[src/rtl/max_priority_task_queue_defines.svh]
// ---------------------------------------------------------------------------
// max_priority_task_queue_defines
// Assertion macros used by the task queue datapath.
// ---------------------------------------------------------------------------
`ifndef MAX_PRIORITY_TASK_QUEUE_DEFINES_SVH
`define MAX_PRIORITY_TASK_QUEUE_DEFINES_SVH

// same-cycle implication
`define MPQ_ASSERT_HOLD(label, clk, rst, ante, cons, msg) \
   label: assert property (@(posedge clk) disable iff (rst) (ante) |-> (cons)) \
      else $error(msg);

// next-cycle implication
`define MPQ_ASSERT_NEXT(label, clk, rst, ante, cons, msg) \
   label: assert property (@(posedge clk) disable iff (rst) (ante) |=> (cons)) \
      else $error(msg);

`endif

[src/rtl/mpq_pkg.sv]
// ---------------------------------------------------------------------------
// mpq_pkg
// Types and constants shared by the task queue controller and datapath.
// ---------------------------------------------------------------------------
package mpq_pkg;

   localparam int DEPTH_DEFAULT = 8;

   localparam int TASK_W      = 16;
   localparam int PRIO_W      = 16;
   localparam int OCC_W       = 4;
   localparam int REQ_TDATA_W = 32;
   localparam int REQ_TUSER_W = 1;
   localparam int RSP_TDATA_W = 24;
   localparam int RSP_TUSER_W = 3;

   typedef enum logic [1:0] {
      ST_OK    = 2'd0,
      ST_FULL  = 2'd1,
      ST_EMPTY = 2'd2
   } mpq_status_type;

   typedef struct packed {
      logic [PRIO_W-1:0] prio;
      logic [TASK_W-1:0] task_num;
   } mpq_entry_type;

   // controller -> datapath
   typedef struct packed {
      logic           capture;
      logic           write_new;
      logic           scan_init;
      logic           scan_read;
      logic           shift_init;
      logic           shift_read;
      logic           pop;
      logic           post;
      logic           served;
      mpq_status_type code;
   } mpq_cmd_type;

   // datapath -> controller
   typedef struct packed {
      logic remove;
      logic full;
      logic empty;
      logic scan_done;
      logic rd_busy;
   } mpq_stat_type;

endpackage

[src/rtl/mpq_datapath.sv]
// ---------------------------------------------------------------------------
// mpq_datapath
// Entry memory, fill count, max-priority scan and shift-down logic.
// ---------------------------------------------------------------------------
`include "max_priority_task_queue_defines.svh"

module mpq_datapath import mpq_pkg::*; #(
   parameter int DEPTH = DEPTH_DEFAULT
) (
   input  logic              clock,
   input  logic              reset,
   input  mpq_cmd_type       cmd,
   output mpq_stat_type      stat,
   input  logic              in_action,
   input  logic [TASK_W-1:0] in_task,
   input  logic [PRIO_W-1:0] in_prio,
   output logic [TASK_W-1:0] out_served_task,
   output logic              out_served_valid,
   output logic [1:0]        out_status,
   output logic [OCC_W-1:0]  out_occupancy
);

   localparam int IDX_W = $clog2(DEPTH);
   localparam int CNT_W = $clog2(DEPTH + 1);

   typedef enum logic [1:0] {
      RD_NONE,
      RD_SCAN,
      RD_SHIFT
   } rd_kind_type;

   mpq_entry_type entry_mem [DEPTH];

   logic              action_ff, action_in;
   logic [TASK_W-1:0] task_ff, task_in;
   logic [PRIO_W-1:0] prio_ff, prio_in;
   logic [CNT_W-1:0]  count_ff, count_in;
   logic [CNT_W-1:0]  idx_ff, idx_in;
   logic [IDX_W-1:0]  ridx_ff, ridx_in;
   rd_kind_type       rd_kind_ff, rd_kind_in;
   mpq_entry_type     rdata_ff;
   logic              first_ff, first_in;
   logic [IDX_W-1:0]  best_idx_ff, best_idx_in;
   logic [PRIO_W-1:0] best_prio_ff, best_prio_in;
   logic [TASK_W-1:0] best_task_ff, best_task_in;

   logic [TASK_W-1:0] served_task_ff, served_task_in;
   logic              served_valid_ff, served_valid_in;
   mpq_status_type    status_ff, status_in;
   logic [OCC_W-1:0]  occ_ff, occ_in;

   logic              wr_en;
   logic [IDX_W-1:0]  wr_addr;
   mpq_entry_type     wr_data;
   logic              rd_en;
   logic [IDX_W-1:0]  rd_addr;

   // memory port: one write, one registered read
   always_comb begin
      wr_en   = 1'b0;
      wr_addr = count_ff[IDX_W-1:0];
      wr_data = '{prio: prio_ff, task_num: task_ff};
      if (cmd.write_new) begin
         wr_en = 1'b1;
      end else if (rd_kind_ff == RD_SHIFT) begin
         // entry read at ridx moves down one place
         wr_en   = 1'b1;
         wr_addr = ridx_ff - 1'b1;
         wr_data = rdata_ff;
      end
      rd_en   = cmd.scan_read | cmd.shift_read;
      rd_addr = idx_ff[IDX_W-1:0];
   end

   always_ff @(posedge clock) begin
      if (wr_en) begin
         entry_mem[wr_addr] <= wr_data;
      end
      if (rd_en) begin
         rdata_ff <= entry_mem[rd_addr];
      end
   end

   always_comb begin
      action_in       = action_ff;
      task_in         = task_ff;
      prio_in         = prio_ff;
      count_in        = count_ff;
      idx_in          = idx_ff;
      ridx_in         = idx_ff[IDX_W-1:0];
      rd_kind_in      = RD_NONE;
      first_in        = first_ff;
      best_idx_in     = best_idx_ff;
      best_prio_in    = best_prio_ff;
      best_task_in    = best_task_ff;
      served_task_in  = served_task_ff;
      served_valid_in = served_valid_ff;
      status_in       = status_ff;
      occ_in          = occ_ff;

      if (cmd.capture) begin
         action_in = in_action;
         task_in   = in_task;
         prio_in   = in_prio;
      end

      if (cmd.write_new) begin
         count_in = count_ff + 1'b1;
      end else if (cmd.pop) begin
         count_in = count_ff - 1'b1;
      end

      if (cmd.scan_init) begin
         idx_in   = '0;
         first_in = 1'b1;
      end else if (cmd.shift_init) begin
         idx_in = CNT_W'(best_idx_ff) + 1'b1;
      end else if (cmd.scan_read || cmd.shift_read) begin
         idx_in = idx_ff + 1'b1;
      end

      if (cmd.scan_read) begin
         rd_kind_in = RD_SCAN;
      end else if (cmd.shift_read) begin
         rd_kind_in = RD_SHIFT;
      end

      // strict compare keeps the oldest entry on a tie
      if (rd_kind_ff == RD_SCAN && (first_ff || rdata_ff.prio > best_prio_ff)) begin
         first_in     = 1'b0;
         best_idx_in  = ridx_ff;
         best_prio_in = rdata_ff.prio;
         best_task_in = rdata_ff.task_num;
      end

      if (cmd.post) begin
         served_task_in  = cmd.served ? best_task_ff : '0;
         served_valid_in = cmd.served;
         status_in       = cmd.code;
         occ_in          = OCC_W'(count_in);
      end
   end

   always_ff @(posedge clock) begin
      if (reset) begin
         count_ff   <= '0;
         rd_kind_ff <= RD_NONE;
      end else begin
         count_ff   <= count_in;
         rd_kind_ff <= rd_kind_in;
      end
   end

   always_ff @(posedge clock) begin
      action_ff       <= action_in;
      task_ff         <= task_in;
      prio_ff         <= prio_in;
      idx_ff          <= idx_in;
      ridx_ff         <= ridx_in;
      first_ff        <= first_in;
      best_idx_ff     <= best_idx_in;
      best_prio_ff    <= best_prio_in;
      best_task_ff    <= best_task_in;
      served_task_ff  <= served_task_in;
      served_valid_ff <= served_valid_in;
      status_ff       <= status_in;
      occ_ff          <= occ_in;
   end

   assign stat.remove    = action_ff;
   assign stat.full      = (count_ff == CNT_W'(DEPTH));
   assign stat.empty     = (count_ff == '0);
   assign stat.scan_done = (idx_ff == count_ff);
   assign stat.rd_busy   = (rd_kind_ff != RD_NONE);

   assign out_served_task  = served_task_ff;
   assign out_served_valid = served_valid_ff;
   assign out_status       = status_ff;
   assign out_occupancy    = occ_ff;

   `MPQ_ASSERT_HOLD(a_count_bound, clock, reset, 1'b1, count_ff <= CNT_W'(DEPTH), "count above depth")
   `MPQ_ASSERT_HOLD(a_no_write_full, clock, reset, cmd.write_new, !stat.full, "insert into full store")
   `MPQ_ASSERT_NEXT(a_pop_count, clock, reset, cmd.pop, count_ff == $past(count_ff) - 1'b1, "pop did not drop count")
   `MPQ_ASSERT_HOLD(a_read_range, clock, reset, cmd.scan_read || cmd.shift_read, idx_ff < count_ff, "read past last entry")

endmodule

[src/rtl/mpq_ctrl.sv]
// ---------------------------------------------------------------------------
// mpq_ctrl
// Sequencer for insert, scan and shift phases plus the stream handshakes.
// ---------------------------------------------------------------------------
module mpq_ctrl import mpq_pkg::*; (
   input  logic         clock,
   input  logic         reset,
   input  logic         req_tvalid,
   output logic         req_tready,
   output logic         rsp_tvalid,
   input  logic         rsp_tready,
   output mpq_cmd_type  cmd,
   input  mpq_stat_type stat
);

   typedef enum logic [2:0] {
      S_IDLE,
      S_EXEC,
      S_SCAN,
      S_SHIFT,
      S_RESP
   } state_type;

   state_type state_ff, state_in;
   logic      ready_ff, ready_in;
   logic      valid_ff, valid_in;

   always_comb begin
      cmd      = '0;
      cmd.code = ST_OK;
      state_in = state_ff;
      ready_in = ready_ff;
      valid_in = valid_ff;
      case (state_ff)
         S_IDLE: begin
            if (req_tvalid && ready_ff) begin
               cmd.capture = 1'b1;
               ready_in    = 1'b0;
               state_in    = S_EXEC;
            end
         end
         S_EXEC: begin
            if (!stat.remove) begin
               cmd.post = 1'b1;
               if (stat.full) begin
                  cmd.code = ST_FULL;
               end else begin
                  cmd.write_new = 1'b1;
               end
               valid_in = 1'b1;
               state_in = S_RESP;
            end else if (stat.empty) begin
               cmd.post = 1'b1;
               cmd.code = ST_EMPTY;
               valid_in = 1'b1;
               state_in = S_RESP;
            end else begin
               cmd.scan_init = 1'b1;
               state_in      = S_SCAN;
            end
         end
         S_SCAN: begin
            if (!stat.scan_done) begin
               cmd.scan_read = 1'b1;
            end else if (!stat.rd_busy) begin
               cmd.shift_init = 1'b1;
               state_in       = S_SHIFT;
            end
         end
         S_SHIFT: begin
            if (!stat.scan_done) begin
               cmd.shift_read = 1'b1;
            end else if (!stat.rd_busy) begin
               cmd.pop    = 1'b1;
               cmd.post   = 1'b1;
               cmd.served = 1'b1;
               valid_in   = 1'b1;
               state_in   = S_RESP;
            end
         end
         S_RESP: begin
            if (rsp_tready && valid_ff) begin
               valid_in = 1'b0;
               ready_in = 1'b1;
               state_in = S_IDLE;
            end
         end
         default: begin
            valid_in = 1'b0;
            ready_in = 1'b1;
            state_in = S_IDLE;
         end
      endcase
   end

   always_ff @(posedge clock) begin
      if (reset) begin
         state_ff <= S_IDLE;
         ready_ff <= 1'b1;
         valid_ff <= 1'b0;
      end else begin
         state_ff <= state_in;
         ready_ff <= ready_in;
         valid_ff <= valid_in;
      end
   end

   assign req_tready = ready_ff;
   assign rsp_tvalid = valid_ff;

endmodule

[src/rtl/max_priority_task_queue.sv]
// ---------------------------------------------------------------------------
// max_priority_task_queue
// Fixed-depth task store with insert and remove-highest-priority.
// ---------------------------------------------------------------------------
// Each request word is an insert or a remove and returns exactly one response
// word; one request is handled at a time. An insert, and any refused request,
// is answered straight from the execute state, with no scan. A remove reads
// every stored entry once through the single read port of the entry memory to
// find the highest priority (oldest wins a tie), then reads the entries behind
// the winner again and writes them one place down. The request side reopens
// the cycle after the response word is taken, so a new request word is taken
// only once the response to the last one has been taken. Inserting into a full
// store or removing from an empty one answers with an error status and changes
// nothing. Entries below the fill count are the only ones ever read.
module max_priority_task_queue import mpq_pkg::*; #(
   parameter int DEPTH = DEPTH_DEFAULT
) (
   input  logic                   clock,
   input  logic                   reset,
   input  logic                   req_tvalid,
   output logic                   req_tready,
   // [15:0] task_number, [31:16] priority_req
   input  logic [REQ_TDATA_W-1:0] req_tdata,
   // [0] action
   input  logic [REQ_TUSER_W-1:0] req_tuser,
   output logic                   rsp_tvalid,
   input  logic                   rsp_tready,
   // [15:0] served_task, [19:16] occupancy, [23:20] zero
   output logic [RSP_TDATA_W-1:0] rsp_tdata,
   // [0] served_valid, [2:1] status
   output logic [RSP_TUSER_W-1:0] rsp_tuser
);

   mpq_cmd_type       cmd;
   mpq_stat_type      stat;
   logic [TASK_W-1:0] served_task;
   logic              served_valid;
   logic [1:0]        status;
   logic [OCC_W-1:0]  occupancy;

   mpq_ctrl u_ctrl (
      .clock      (clock),
      .reset      (reset),
      .req_tvalid (req_tvalid),
      .req_tready (req_tready),
      .rsp_tvalid (rsp_tvalid),
      .rsp_tready (rsp_tready),
      .cmd        (cmd),
      .stat       (stat)
   );

   mpq_datapath #(
      .DEPTH (DEPTH)
   ) u_datapath (
      .clock            (clock),
      .reset            (reset),
      .cmd              (cmd),
      .stat             (stat),
      .in_action        (req_tuser[0]),
      .in_task          (req_tdata[TASK_W-1:0]),
      .in_prio          (req_tdata[TASK_W+PRIO_W-1:TASK_W]),
      .out_served_task  (served_task),
      .out_served_valid (served_valid),
      .out_status       (status),
      .out_occupancy    (occupancy)
   );

   assign rsp_tdata = {{(RSP_TDATA_W - TASK_W - OCC_W){1'b0}}, occupancy, served_task};
   assign rsp_tuser = {status, served_valid};

endmodule

[config.mk]
export PLATFORM = sky130hd
export DESIGN_NAME = max_priority_task_queue
export DESIGN_NICKNAME = d
export VERILOG_FILES = /design/src/rtl/mpq_pkg.sv /design/src/rtl/mpq_datapath.sv /design/src/rtl/mpq_ctrl.sv /design/src/rtl/max_priority_task_queue.sv
export VERILOG_INCLUDE_DIRS = /design/src /design/src/rtl
export SDC_FILE = /design/constraint.sdc
export NUM_CORES = 1
export LEC_CHECK = 0
export ABC_CLOCK_PERIOD_IN_PS = 3800
export BUFFER_PORTS_ARGS = -buffer_cell sky130_fd_sc_hd__buf_2
export CORE_MARGIN = 2
export CORE_UTILIZATION = 55
export CTS_CLUSTER_SIZE = 8
export DETAILED_ROUTE_END_ITERATION = 8
export GPL_ROUTABILITY_DRIVEN = 0
export HOLD_SLACK_MARGIN = 0.12
export PLACE_DENSITY = 0.75
export SLEW_MARGIN = 15
export SYNTH_ARGS = -nofsm -noshare
export SYNTH_HDL_FRONTEND = slang
export SYNTH_SLANG_ARGS = --single-unit
[constraint.sdc]
create_clock -name clock -period 3.8 [get_ports clock]
set_input_delay 0.95 -clock clock [delete_from_list [all_inputs] [get_ports clock]]
set_output_delay 0.95 -clock clock [all_outputs]
set_load 0.03 [all_outputs]
==> flow_summary.json <==
{
  "via_to_cell_ratio": 5.85,
  "gr-usage-all-layers_pct": 21.0,
  "final_layout_size_suffix_gt1_share_pct": 32.6,
  "num-nets-final": 932,
  "y_dimension_of_the_die_um": 172,
  "synth.yosys.seq_area_share_pct": 76.1,
  "antenna_left": 0,
  "cp-startpoint": "u_datapath.count_ff[1]",
  "synth_cells": 772,
  "hpwl_um": 16400,
  "cts-root-to-sink-buffers": 3,
  "floorplan.core_area_um2": 27700,
  "dieWidth_um": 172,
  "max_slew.worst_pin.slew_ns": 1.03,
  "period_needed_ns": 2.96,
  "cts_tree": "yes",
  "globalRouteOverflowTotal": 0,
  "max_cap_violations": 0,
  "final_core_util_pct": 64.5,
  "vdd.ir_drop.worst_mv": 0.542,
  "post-route-period-util_pct": 78.0,
  "max_slew_headroom_pct": 31.4,
  "worst-path-max-fanout": 32,
  "timing.clock.skew_ns": 0.0336,
  "ys_dominant_reg_cell": "edfxtp_1",
  "routedLengthMet1_um": 12300,
  "port-buffer-count": 61,
  "setup_total_neg_slack_ns": 0,
  "detail_route.drc_violations": 0,
  "final_area_um2": 17900,
  "routed.top_layer": "met4",
  "syn_to_final_growth_pct": 15.7,
  "synth.ff_latch_count": 398,
  "synth.avg_cell_area_um2": 20.0,
  "post_drt_wl_per_cell_um": 23.4,
  "cts_max_level": 2,
  "worst_setup_path_endpoint": "u_datapath.entry_mem[6][26]",
  "first_pass_grt_wire_length_um": 45500,
  "cts_hold_repair.buffers": 0,
  "finalMaxSlewViolations": 0,
  "max_clock_freq_ghz": 0.337,
  "power_per_unit_of_standard_cell_area_nw_per_um2": 670,
  "final_report_hold_violation_count": 0,
  "clk_pin_slew_ns": 0.05,
  "io_pins": 66,
  "antenna_violations_before_repair": 0,
  "worstPathArrival_ns": 3.15,
  "p_leak_nw": 5.91,
  "hp-class": "reg -> reg",
  "insertedDiodeCount": 0,
  "drt-total-wl_um": 29700,
  "clk_latency_ns": 0.58,
  "area_used_by_multi_input_combinational_logic_um2": 3490,
  "worst-r2r-cell-count": 8,
  "worst_r2r_startpoint": "u_datapath.count_ff[1]",
  "syn_area_um2": 15400,
  "rows": 61,
  "detailroute.wirelength.met3_um": 1980,
  "sequential_cell_area_in_the_final_layout_um2": 11800,
  "synth_cell_type_count": 54,
  "rr_endpoint": "u_datapath.entry_mem[6][26]",
  "synth_enable_flop_cells": 379,
  "wl_met2_um": 14800,
  "outcome": "finished, final reports clean",
  "synth_warnings": 0,
  "timing.reg2reg.setup_slack_ns": 0.84,
  "cts-root-buf": "clkbuf_16",
  "tritoncts_num_sinks": 398,
  "timing.final.setup_violations": 0,
  "path_class": "reg -> reg",
  "grt_max_degree": 69,
  "post_cts.repair.setup_buffers": 0,
  "drt_iter0_markers": 804,
  "cts_inserted_buffers": 55,
  "initial_utilization_pct": 55.8,
  "die_ar_um2": 29400,
  "crit_path_start_kind": "register",
  "worstSetupEndpointType": "register",
  "via_count": 7437,
  "first_global_vias": 7633,
  "postCtsResizedCells": 0,
  "grt_setup_unrepaired": "no",
  "worst_path_required_ns": 3.98,
  "drt-pass1-iter-count": 6,
  "dpl-instance-area_um2": 16400,
  "synthArstFlopShare_pct": 0,
  "n_fill_cell": 1786
}
==> cell usage in the layout (no fill, tap or decap), types with 2 or more instances in the layout <==
master,instances
a211oi_1,6
a21o_1,2
a21oi_1,11
a31oi_1,6
and2_1,17
buf_12,5
buf_2,61
buf_4,17
clkbuf_1,17
clkbuf_16,55
conb_1,4
dfxtp_1,16
dfxtp_2,2
edfxtp_1,379
ha_1,20
inv_1,25
mux2_2,65
mux4_2,64
nand2_1,17
nand2b_1,4
nand3_1,5
nand4_1,5
nor2_1,16
nor2_4,8
nor2b_1,5
nor3_1,8
nor3b_1,3
nor4_1,2
nor4b_1,2
o211ai_1,2
o21ai_0,3
or4_1,2
xnor2_1,7
xor2_1,5
==> where the power goes <==
group          switching (mW)  internal (mW)  total [mW]
sequential              0.134           5.37        5.50
clock                    1.70           2.61        4.31
combinational            1.19          0.977        2.17
==> metrics by stage <==
| stage | instances | setup WS [ns] | hold slack, ns | power [mW] |
|---|---|---|---|---|
| 2_1_floorplan | 775 | 0.477 | 0.329 | 7.22 |
| 3_3_place_gp | 1196 | 0.895 | 0.427 | 7.70 |
| 3_5_place_dp | 1196 | 0.848 | 0.439 | 7.77 |
| 4_1_cts | 1272 | 0.807 | 0.452 | 12.1 |
| 5_1_grt | 1272 | 0.659 | 0.460 | 12.5 |
| 6_report | 1272 | 0.836 | 0.447 | 12.0 |
==> state kept, by name (all words and copies together), names as in the netlist, 2 cells and up <==
name and flops:
u_datapath.entry_mem 256, u_datapath.rdata_ff 32, u_datapath.best_prio_ff 16, u_datapath.best_task_ff 16, u_datapath.out_served_task 16, u_datapath.prio_ff 16
u_datapath.task_ff 16, u_datapath.count_ff 4, u_datapath.idx_ff 4, u_datapath.out_occupancy 4, u_ctrl.state_ff 3, u_datapath.best_idx_ff 3
u_datapath.ridx_ff 3, u_datapath.out_status 2, u_datapath.rd_kind_ff 2
==> how the worst min path moves through the flow <==
stage / slack (ns) / from / depth (start not counted) / endpoint
floorplan: 0.33 / u_datapath.idx_ff[1] / 0 / u_datapath.ridx_ff[1]
global placement: 0.43 / u_datapath.ridx_ff[1] / 0 / u_datapath.best_idx_ff[1]
detailed placement: 0.44 / u_datapath.rdata_ff[9] / 0 / u_datapath.best_task_ff[9]
CTS: 0.45 / u_datapath.rdata_ff[2] / 0 / u_datapath.best_task_ff[2]
global route: 0.46 / u_datapath.rdata_ff[10] / 0 / u_datapath.best_task_ff[10]
finish: 0.45 / u_datapath.rdata_ff[2] / 0 / u_datapath.best_task_ff[2]
==> area by class of cell <==
| class | count | share of cell area, % |
|---|---|---|
| inverters | 26 | 0.546 |
| multi-input cells | 311 | 19.5 |
| clock inverters | 4 | 0.392 |
| well taps | 378 | 2.65 |
| clock buffers | 72 | 8.06 |
| flip-flops and latches | 398 | 65.8 |
| repair buffers | 83 | 2.98 |
==> critical path: stages (launching register included) <==
cell and delay (ns):
dfxtp_1 0.39, inv_1 0.12, ha_1 0.21, nand3b_1 0.19
a21oi_4 0.48, buf_4 0.36, a21oi_1 0.20, nor2_4 0.13
buf_4 0.48
==> metal layers <==
metal  vias up  track usage (%)
met4         0             6.15
met3        48             3.80
met5         -                0
li1       3279                -
met1      3805             29.7
met2       305             33.9
==> cells in the mapped netlist, types with 6 or more instances <==
cell | n | share of area, %
nand2_1 | 17 | 0.41
a31oi_1 | 6 | 0.24
clkbuf_1 | 22 | 0.53
ha_1 | 20 | 1.6
xnor2_1 | 7 | 0.40
edfxtp_1 | 379 | 74
a21oi_1 | 12 | 0.39
buf_1 | 7 | 0.17
mux2_2 | 65 | 4.7
nor3_1 | 8 | 0.26
a211oi_1 | 6 | 0.29
mux4_2 | 64 | 9.3
dfxtp_1 | 19 | 2.5
and2_1 | 17 | 0.69
inv_1 | 25 | 0.61
nor2_1 | 24 | 0.58
==> cell families after synthesis <==
group | Yosys count | share of synthesized area [%]
AO/OA/AOI/OAI | 45 | 2.14
XOR/XNOR | 12 | 0.680
adder cells (fa/ha/maj) | 20 | 1.62
other | 1 | 0.0243
flip-flops | 398 | 76.1
AND/OR/NAND/NOR | 100 | 3.43
multiplexers | 130 | 14.2
buffers and inverters | 66 | 1.81
No activity file was read; power rests on OpenSTA's default activity.
